### src/rtl/slg_pkg.sv
// Shared types and constants for the scaling law loss gap block.
`timescale 1ns / 1ps

package slg_pkg;

    localparam int DIVIDEND_W = 34;
    localparam int DIVISOR_W  = 22;
    localparam int CFG_IDX_W  = 3;
    localparam int CFG_DATA_W = 22;

    localparam logic [9:0]  LN2_X1000 = 10'd693;
    localparam logic [9:0]  UNIT      = 10'd1000;
    localparam logic [10:0] UNIT_X2   = 11'd2000;
    localparam logic [12:0] UNIT_X6   = 13'd6000;

    localparam logic [CFG_IDX_W-1:0] REG_COEF_A_TERNARY = 3'd0;
    localparam logic [CFG_IDX_W-1:0] REG_ALPHA_TERNARY  = 3'd1;
    localparam logic [CFG_IDX_W-1:0] REG_EPS_TERNARY    = 3'd2;
    localparam logic [CFG_IDX_W-1:0] REG_COEF_A_FLOAT   = 3'd3;
    localparam logic [CFG_IDX_W-1:0] REG_ALPHA_FLOAT    = 3'd4;
    localparam logic [CFG_IDX_W-1:0] REG_EPS_FLOAT      = 3'd5;

    typedef struct packed {
        logic                  start;
        logic [DIVIDEND_W-1:0] dividend;
        logic [DIVISOR_W-1:0]  divisor;
    } div_req_t;

    typedef struct packed {
        logic                  done;
        logic [DIVIDEND_W-1:0] quotient;
    } div_rsp_t;

endpackage

### src/rtl/slg_div.sv
// Radix-4 restoring divider shared by every division of the loss evaluation.
`timescale 1ns / 1ps

module slg_div
    import slg_pkg::*;
(
    input  logic     clk,
    input  logic     rst_n,
    input  div_req_t req,
    output div_rsp_t rsp
);

    localparam int STEPS = DIVIDEND_W / 2;
    localparam int CNT_W = $clog2(STEPS + 1);

    logic [DIVIDEND_W-1:0] quo_reg;
    logic [DIVISOR_W-1:0]  rem_reg;
    logic [DIVISOR_W-1:0]  dsr_reg;
    logic [CNT_W-1:0]      cnt_reg;
    logic                  done_reg;

    logic [DIVISOR_W:0]    sh1;
    logic [DIVISOR_W:0]    sh2;
    logic [DIVISOR_W:0]    r1;
    logic [DIVISOR_W:0]    r2;
    logic                  ge1;
    logic                  ge2;
    logic [DIVIDEND_W-1:0] quo_next;
    logic [DIVISOR_W-1:0]  rem_next;

    always_comb
    begin
        sh1      = {rem_reg, quo_reg[DIVIDEND_W-1]};
        ge1      = (sh1 >= {1'b0, dsr_reg});
        r1       = ge1 ? (sh1 - {1'b0, dsr_reg}) : sh1;
        sh2      = {r1[DIVISOR_W-1:0], quo_reg[DIVIDEND_W-2]};
        ge2      = (sh2 >= {1'b0, dsr_reg});
        r2       = ge2 ? (sh2 - {1'b0, dsr_reg}) : sh2;
        rem_next = r2[DIVISOR_W-1:0];
        quo_next = {quo_reg[DIVIDEND_W-3:0], ge1, ge2};
    end

    always_ff @(posedge clk or negedge rst_n)
    begin
        if (!rst_n)
        begin
            cnt_reg  <= '0;
            done_reg <= 1'b0;
        end
        else
        begin
            done_reg <= (cnt_reg == CNT_W'(1)) && !req.start;
            if (req.start)
            begin
                cnt_reg <= CNT_W'(STEPS);
            end
            else if (cnt_reg != '0)
            begin
                cnt_reg <= cnt_reg - CNT_W'(1);
            end
        end
    end

    always_ff @(posedge clk)
    begin
        if (req.start)
        begin
            quo_reg <= req.dividend;
            rem_reg <= '0;
            dsr_reg <= req.divisor;
        end
        else if (cnt_reg != '0)
        begin
            quo_reg <= quo_next;
            rem_reg <= rem_next;
        end
    end

    assign rsp.done     = done_reg;
    assign rsp.quotient = quo_reg;

endmodule

### src/rtl/scaling_law_loss_gap_core.sv
// Top level of the scaling law loss gap evaluator with its sequencer.
//
// Channel   Signals                                     Direction
// size      size_valid, size_stall, size_millions       in
// loss      loss_valid, loss_stall, loss_ternary,
//           loss_float, loss_gap                        out
// cfg       cfg_valid, cfg_ready, cfg_index, cfg_data   in
//
// A size beat is taken only once the sequencer is back in idle: each law runs six
// rounds of a multiply step, a divider start and a wait on the shared radix-4
// divider, plus setup and hand-off; a zero exponent leaves one round per law.
// A size of zero skips the rounds. Reset clears the sequencer, the output valid and
// all coefficient registers. A stalled loss beat holds; the next size beat is
// taken meanwhile and is finished into the output register once that is free.
`timescale 1ns / 1ps

module scaling_law_loss_gap_core
    import slg_pkg::*;
(
    input  logic                  clk,
    input  logic                  rst_n,
    input  logic                  size_valid,
    output logic                  size_stall,
    input  logic [15:0]           size_millions,
    output logic                  loss_valid,
    input  logic                  loss_stall,
    output logic [31:0]           loss_ternary,
    output logic [31:0]           loss_float,
    output logic signed [32:0]    loss_gap,
    input  logic                  cfg_valid,
    output logic                  cfg_ready,
    input  logic [CFG_IDX_W-1:0]  cfg_index,
    input  logic [CFG_DATA_W-1:0] cfg_data
);

    localparam int OPA_W  = 22;
    localparam int OPB_W  = 15;
    localparam int PROD_W = OPA_W + OPB_W;

    typedef enum logic [7:0] {
        S_IDLE  = 8'b0000_0001,
        S_LOG   = 8'b0000_0010,
        S_SETUP = 8'b0000_0100,
        S_MUL   = 8'b0000_1000,
        S_DIVGO = 8'b0001_0000,
        S_WAIT  = 8'b0010_0000,
        S_NEXT  = 8'b0100_0000,
        S_DONE  = 8'b1000_0000
    } state_t;

    typedef enum logic [2:0] {
        ST_LN  = 3'd0,
        ST_E   = 3'd1,
        ST_E2  = 3'd2,
        ST_T   = 3'd3,
        ST_E3  = 3'd4,
        ST_QUO = 3'd5
    } step_t;

    state_t state_reg;
    step_t  step_reg;
    logic   law_reg;

    logic [21:0] coef_a_ternary_reg;
    logic [10:0] alpha_ternary_reg;
    logic [15:0] eps_ternary_reg;
    logic [21:0] coef_a_float_reg;
    logic [10:0] alpha_float_reg;
    logic [15:0] eps_float_reg;

    logic [15:0]       n_reg;
    logic [13:0]       log2s_reg;
    logic [13:0]       ln_reg;
    logic [14:0]       e_reg;
    logic [17:0]       e2_reg;
    logic [18:0]       t_reg;
    logic [21:0]       p_reg;
    logic [PROD_W-1:0] prod_reg;
    logic [31:0]       lt_reg;
    logic [31:0]       lf_reg;

    logic               out_valid_reg;
    logic [31:0]        out_t_reg;
    logic [31:0]        out_f_reg;
    logic signed [32:0] out_gap_reg;

    logic [21:0]          a_sel;
    logic [10:0]          alpha_sel;
    logic [15:0]          eps_sel;
    logic [OPA_W-1:0]     opa;
    logic [OPB_W-1:0]     opb;
    logic [DIVISOR_W-1:0] divisor;
    logic [3:0]           k;
    logic [15:0]          lo;
    logic [15:0]          diff;
    logic [25:0]          frac_wide;
    logic [13:0]          log2s;
    logic [21:0]          p_next;
    logic [31:0]          loss_next;
    logic                 out_free;

    div_req_t div_req;
    div_rsp_t div_rsp;

    slg_div u_div
    (
        .clk   (clk),
        .rst_n (rst_n),
        .req   (div_req),
        .rsp   (div_rsp)
    );

    assign cfg_ready = 1'b1;

    always_ff @(posedge clk or negedge rst_n)
    begin
        if (!rst_n)
        begin
            coef_a_ternary_reg <= '0;
            alpha_ternary_reg  <= '0;
            eps_ternary_reg    <= '0;
            coef_a_float_reg   <= '0;
            alpha_float_reg    <= '0;
            eps_float_reg      <= '0;
        end
        else if (cfg_valid && cfg_ready)
        begin
            unique case (cfg_index)
                REG_COEF_A_TERNARY: coef_a_ternary_reg <= cfg_data;
                REG_ALPHA_TERNARY:  alpha_ternary_reg  <= cfg_data[10:0];
                REG_EPS_TERNARY:    eps_ternary_reg    <= cfg_data[15:0];
                REG_COEF_A_FLOAT:   coef_a_float_reg   <= cfg_data;
                REG_ALPHA_FLOAT:    alpha_float_reg    <= cfg_data[10:0];
                REG_EPS_FLOAT:      eps_float_reg      <= cfg_data[15:0];
                default:            ;
            endcase
        end
    end

    always_comb
    begin
        a_sel     = law_reg ? coef_a_float_reg : coef_a_ternary_reg;
        alpha_sel = law_reg ? alpha_float_reg  : alpha_ternary_reg;
        eps_sel   = law_reg ? eps_float_reg    : eps_ternary_reg;
    end

    // Floor of log2 plus the linear fraction of the next octave.
    always_comb
    begin
        k = '0;
        for (int i = 1; i < 16; i++)
        begin
            if (n_reg[i])
            begin
                k = 4'(i);
            end
        end
        lo        = 16'd1 << k;
        diff      = n_reg - lo;
        frac_wide = (26'(diff) * 26'(UNIT)) >> k;
        log2s     = 14'(k) * 14'(UNIT) + frac_wide[13:0];
    end

    always_comb
    begin
        unique case (step_reg)
            ST_LN:
            begin
                opa     = OPA_W'(log2s_reg);
                opb     = OPB_W'(LN2_X1000);
                divisor = DIVISOR_W'(UNIT);
            end
            ST_E:
            begin
                opa     = OPA_W'(alpha_sel);
                opb     = OPB_W'(ln_reg);
                divisor = DIVISOR_W'(UNIT);
            end
            ST_E2:
            begin
                opa     = OPA_W'(e_reg);
                opb     = e_reg;
                divisor = DIVISOR_W'(UNIT_X2);
            end
            ST_T:
            begin
                opa     = OPA_W'(e_reg);
                opb     = e_reg;
                divisor = DIVISOR_W'(UNIT);
            end
            ST_E3:
            begin
                opa     = OPA_W'(t_reg);
                opb     = e_reg;
                divisor = DIVISOR_W'(UNIT_X6);
            end
            ST_QUO:
            begin
                opa     = a_sel;
                opb     = OPB_W'(UNIT);
                divisor = p_reg;
            end
            default:
            begin
                opa     = '0;
                opb     = '0;
                divisor = DIVISOR_W'(UNIT);
            end
        endcase
    end

    always_comb
    begin
        div_req.start    = (state_reg == S_DIVGO);
        div_req.dividend = prod_reg[DIVIDEND_W-1:0];
        div_req.divisor  = divisor;
    end

    assign p_next    = 22'(UNIT) + 22'(e_reg) + 22'(e2_reg) + div_rsp.quotient[21:0];
    assign loss_next = div_rsp.quotient[31:0] + 32'(eps_sel);
    assign out_free  = !out_valid_reg || !loss_stall;

    always_ff @(posedge clk or negedge rst_n)
    begin
        if (!rst_n)
        begin
            state_reg     <= S_IDLE;
            step_reg      <= ST_LN;
            law_reg       <= 1'b0;
            out_valid_reg <= 1'b0;
        end
        else
        begin
            if (out_valid_reg && !loss_stall && state_reg != S_DONE)
            begin
                out_valid_reg <= 1'b0;
            end
            unique case (state_reg)
                S_IDLE:
                begin
                    if (size_valid)
                    begin
                        law_reg   <= 1'b0;
                        state_reg <= S_LOG;
                    end
                end
                S_LOG:
                begin
                    state_reg <= S_SETUP;
                end
                S_SETUP:
                begin
                    priority if (n_reg == '0)
                    begin
                        state_reg <= S_NEXT;
                    end
                    else if (alpha_sel == '0)
                    begin
                        step_reg  <= ST_QUO;
                        state_reg <= S_MUL;
                    end
                    else
                    begin
                        step_reg  <= ST_LN;
                        state_reg <= S_MUL;
                    end
                end
                S_MUL:
                begin
                    state_reg <= S_DIVGO;
                end
                S_DIVGO:
                begin
                    state_reg <= S_WAIT;
                end
                S_WAIT:
                begin
                    if (div_rsp.done)
                    begin
                        unique case (step_reg)
                            ST_LN:   step_reg <= ST_E;
                            ST_E:    step_reg <= ST_E2;
                            ST_E2:   step_reg <= ST_T;
                            ST_T:    step_reg <= ST_E3;
                            ST_E3:   step_reg <= ST_QUO;
                            default: step_reg <= ST_LN;
                        endcase
                        state_reg <= (step_reg == ST_QUO) ? S_NEXT : S_MUL;
                    end
                end
                S_NEXT:
                begin
                    if (law_reg)
                    begin
                        state_reg <= S_DONE;
                    end
                    else
                    begin
                        law_reg   <= 1'b1;
                        state_reg <= S_SETUP;
                    end
                end
                S_DONE:
                begin
                    if (out_free)
                    begin
                        out_valid_reg <= 1'b1;
                        state_reg     <= S_IDLE;
                    end
                end
                default:
                begin
                    state_reg <= S_IDLE;
                end
            endcase
        end
    end

    always_ff @(posedge clk)
    begin
        if (state_reg == S_IDLE && size_valid)
        begin
            n_reg <= size_millions;
        end
        if (state_reg == S_LOG)
        begin
            log2s_reg <= log2s;
        end
        if (state_reg == S_SETUP)
        begin
            p_reg <= 22'(UNIT);
            if (n_reg == '0)
            begin
                if (law_reg)
                begin
                    lf_reg <= 32'(eps_sel);
                end
                else
                begin
                    lt_reg <= 32'(eps_sel);
                end
            end
        end
        if (state_reg == S_MUL)
        begin
            prod_reg <= PROD_W'(opa) * PROD_W'(opb);
        end
        if (state_reg == S_WAIT && div_rsp.done)
        begin
            unique case (step_reg)
                ST_LN:  ln_reg <= div_rsp.quotient[13:0];
                ST_E:   e_reg  <= div_rsp.quotient[14:0];
                ST_E2:  e2_reg <= div_rsp.quotient[17:0];
                ST_T:   t_reg  <= div_rsp.quotient[18:0];
                ST_E3:  p_reg  <= p_next;
                ST_QUO:
                begin
                    if (law_reg)
                    begin
                        lf_reg <= loss_next;
                    end
                    else
                    begin
                        lt_reg <= loss_next;
                    end
                end
                default: ;
            endcase
        end
        if (state_reg == S_DONE && out_free)
        begin
            out_t_reg   <= lt_reg;
            out_f_reg   <= lf_reg;
            out_gap_reg <= $signed({1'b0, lt_reg}) - $signed({1'b0, lf_reg});
        end
    end

    assign size_stall   = (state_reg != S_IDLE);
    assign loss_valid   = out_valid_reg;
    assign loss_ternary = out_t_reg;
    assign loss_float   = out_f_reg;
    assign loss_gap     = out_gap_reg;

    // The gap beat always agrees with the two losses it travels with.
    a_gap_matches: assert property (@(posedge clk) disable iff (!rst_n)
        loss_valid |-> (loss_gap == ($signed({1'b0, loss_ternary})
                                     - $signed({1'b0, loss_float}))))
        else $error("loss_gap does not match the two losses");

    // The divider only finishes while the sequencer waits for it.
    a_div_done_waited: assert property (@(posedge clk) disable iff (!rst_n)
        div_rsp.done |-> (state_reg == S_WAIT))
        else $error("divider finished outside the wait state");

    // The final division never sees a power below one.
    a_power_floor: assert property (@(posedge clk) disable iff (!rst_n)
        (div_req.start && step_reg == ST_QUO) |-> (p_reg >= 22'(UNIT)))
        else $error("power below one reached the final division");

    // A size beat always closes the input side for the next cycle.
    a_busy_after_accept: assert property (@(posedge clk) disable iff (!rst_n)
        (size_valid && !size_stall) |=> size_stall)
        else $error("input accepted twice in a row");

endmodule

### config.mk
export PLATFORM = sky130hd
export DESIGN_NAME = scaling_law_loss_gap_core
export DESIGN_NICKNAME = d
export VERILOG_FILES = /design/src/rtl/slg_pkg.sv /design/src/rtl/slg_div.sv /design/src/rtl/scaling_law_loss_gap_core.sv
export SDC_FILE = /design/constraint.sdc
export NUM_CORES = 2
export LEC_CHECK = 0
export ABC_CLOCK_PERIOD_IN_PS = 14720
export BUFFER_PORTS_ARGS = -buffer_cell sky130_fd_sc_hd__buf_2
export CORE_MARGIN = 5
export CORE_UTILIZATION = 30
export DETAILED_ROUTE_END_ITERATION = 16
export PLACE_DENSITY_LB_ADDON = 0.3
export SYNTH_ARGS = -nofsm -noshare
export SYNTH_HDL_FRONTEND = slang
export SYNTH_SLANG_ARGS = --single-unit
### constraint.sdc
create_clock -name clk -period 14.72 [get_ports clk]
set_input_delay 3.68 -clock clk [delete_from_list [all_inputs] [get_ports clk]]
set_output_delay 3.68 -clock clk [all_outputs]
set_load 0.05 [all_outputs]
==> results.sh <==
export IMPL_num_vias=29800
export IMPL_h_tree_depth=2
export IMPL_max_stage_delay_ns=0.66
export IMPL_synthTopCellsByCount="nand2_1 (497), inv_1 (477), fa_1 (334)"
export IMPL_clk_pin_slew_ns=0.06
export IMPL_drv_cap=0
export IMPL_worst_path_buf_inv=6
export IMPL_cp_depth=50
export IMPL_netlist_area_um2=40500
export IMPL_ys_top_cells_by_area="edfxtp_1 (21%), fa_1 (16%), ha_1 (9.5%)"
export IMPL_finalNetCount=4911
export IMPL_ios=146
export IMPL_cts_made_buffers=55
export IMPL_synth_compound_area_share_pct=12.1
export IMPL_grt_ovfl_total=0
export IMPL_rr_endpoint="log2s_reg[13]"
export IMPL_dieArea_um2=143000
export IMPL_startpoint="n_reg[1]"
export IMPL_fin_setup_tns_ns=0
export IMPL_grt_pass1_wl_um=175000
export IMPL_std_cell_rows=134
export IMPL_syn_inst=4078
export IMPL_cts_path_max_buffers=3
export IMPL_wirelength_um=112000
export IMPL_synth_top_area_share_pct=21.0
export IMPL_synth_edf_count=283
export IMPL_synthSimpleGateAreaFrac_pct=12.9
export IMPL_place_inst=5933
export IMPL_ys_seq_area_share_pct=33.5
export IMPL_critPathMostFrequentCell="o21ai_0"
export IMPL_io_buffers=144
export IMPL_finalCriticalPeriod_ns=11.69
export IMPL_synthAdderAreaFrac_pct=26.0
export IMPL_synth_top_family_by_area="adder cells"
export IMPL_fp_dieW_um=378
export IMPL_outcome="finished clean"
export IMPL_synthMuxAreaShare_pct=5.73
export IMPL_post_route_period_util_pct=79.4
export IMPL_path_delay_family="compound AO/OA/AOI/OAI gates"
export IMPL_critPathRequiredTime_ns=15.08
export IMPL_crit_path_end="log2s_reg[13]"
export IMPL_grt_setup_unrepaired="no"
export IMPL_grt_total_usage_pct=15.5
export IMPL_r2r_start="n_reg[1]"
export IMPL_instances_no_fill=6042
export IMPL_cts_resized=0
export IMPL_synth_xor_area_share_pct=3.91
export IMPL_synth_flop_cell="edfxtp_1"
export IMPL_setup_viol_count_final=0
export IMPL_critPathSlowestCell="inv_1"
export IMPL_die_height_um=378
export IMPL_vias_per_cell=4.93
export IMPL_coreArea_um2=134000
export IMPL_async_reset_ff_share_pct=23.0
export IMPL_cp_arrival_ns=12.05
export IMPL_crit_path_start_kind="register"
export IMPL_fmax_mhz=85.6
export IMPL_hp_class="register to register"
export IMPL_cts_tree="yes"
export IMPL_place_hpwl_um=85200
export IMPL_synth_top_area_cell="edfxtp_1"
export IMPL_wl_per_cell_um=18.5
export IMPL_synth_seq_cells=508
export IMPL_utilization_pct=34.0
export IMPL_maxSlewHeadroom_pct=25.7
export IMPL_grt_max_degree=76
export IMPL_post_cts_setup_buffers=0
export IMPL_critPathKind="register to register"
export IMPL_antenna_found_initial=8
export IMPL_slew_violations=0
export IMPL_start_util_pct=30.3
export IMPL_end_kind="register"
export IMPL_ff2ff_setup_slack_ns=3.03
export IMPL_skew_ns=0.0536
export IMPL_grt_pass1_vias=30100
export IMPL_gp_congestion=0.861
export IMPL_hold_viol=0
export IMPL_cts_sinks=508
export IMPL_reg2reg_depth=50
export IMPL_hold_buffers=0
export IMPL_drive_gt1_share_pct=11.3
export IMPL_cp_max_fo=42
export IMPL_avgSynthCellArea_um2=9.94
export IMPL_drc_errors=0
export IMPL_root_buffer="clkbuf_16"
export IMPL_drt_pass1_iter_count=5
export IMPL_yosysUniqueCellTypes=94
export IMPL_tightestPinTransition_ns=1.11
export IMPL_area_delta_synth_final_pct=12.3
export IMPL_drt_iter0_drc=1962
export IMPL_insertion_delay_ns=0.66
export IMPL_synth_most_common_cell="nand2_1"
export IMPL_yosys_warnings=0
export IMPL_timing_hold_ws_ns=0.442
export IMPL_postRouteAntennaNets=0
-- worst min path at each step --
stage          slack [ns]        endpoint        from  cells past startpoint
2_1_floorplan        0.42  loss_float[10]  lf_reg[10]                      0
3_3_place_gp         0.44        p_reg[1]    p_reg[1]                      2
3_5_place_dp         0.44        p_reg[2]    p_reg[2]                      2
4_1_cts              0.45        p_reg[2]    p_reg[2]                      2
5_1_grt              0.48        p_reg[2]    p_reg[2]                      2
6_report             0.44   loss_float[0]   lf_reg[0]                      0
-- metrics by stage --
stage | instance area (um2) | setup slack, ns
after global routing | 45500 | 2.13
after global placement | 43500 | 3.25
after floorplan | 40600 | 4.80
after detailed placement | 43500 | 3.13
final | 45500 | 3.03
after CTS | 45500 | 3.06
-- final cells by class --
| cell class | count | area [um2] |
|---|---|---|
| antenna | 5 | 12.5 |
| clock buffer | 65 | 1470 |
| clock inverter | 39 | 553 |
| fill | 13600 | 88400 |
| inverter | 479 | 1800 |
| multi-input combinational | 2982 | 24800 |
| sequential | 508 | 13600 |
| tap | 1768 | 2210 |
| timing repair buffer | 196 | 1110 |
-- kinds of logic after synthesis --
group                      after synthesis
adders and majority gates              643
xor gates and xnor gates               181
DFF                                    508
buffers and inverters                  608
other                                    2
and+or+nand+nor                       1153
muxes                                  215
AOI/OAI and AO/OA                      768
-- worst reg2reg max path, delay by kind of cell (launching register included) --
family          cells  cell delay [ns]
compound gates     17             3.54
fa+ha+maj           8             3.09
simple gates       12             1.73
buf+inv             6             1.28
xor+xnor            5             0.95
flops               1             0.46
mux                 2             0.36
-- layer usage --
layer  track usage (%)  wire length, um
met2              25.9            52100
met3              2.01             5640
met4              4.01             2830
met5                 0                0
met1              21.4            51100
-- cells in the final DEF (no fill, tap or decap), types with 108 or more instances in the layout --
cell type,Yosys,routed
nand2_1,497,497
inv_1,477,477
fa_1,334,334
ha_1,309,309
edfxtp_1,283,283
nor2_1,273,272
a21oi_1,223,222
o21ai_0,190,189
buf_2,9,143
mux2_2,133,133
dfrtp_1,116,115
xnor2_1,109,109
dfxtp_1,108,108
Power is left out: the tool's default activity adds up to more than one toggle a clock period on the data nets, which glitch-free logic cannot reach.
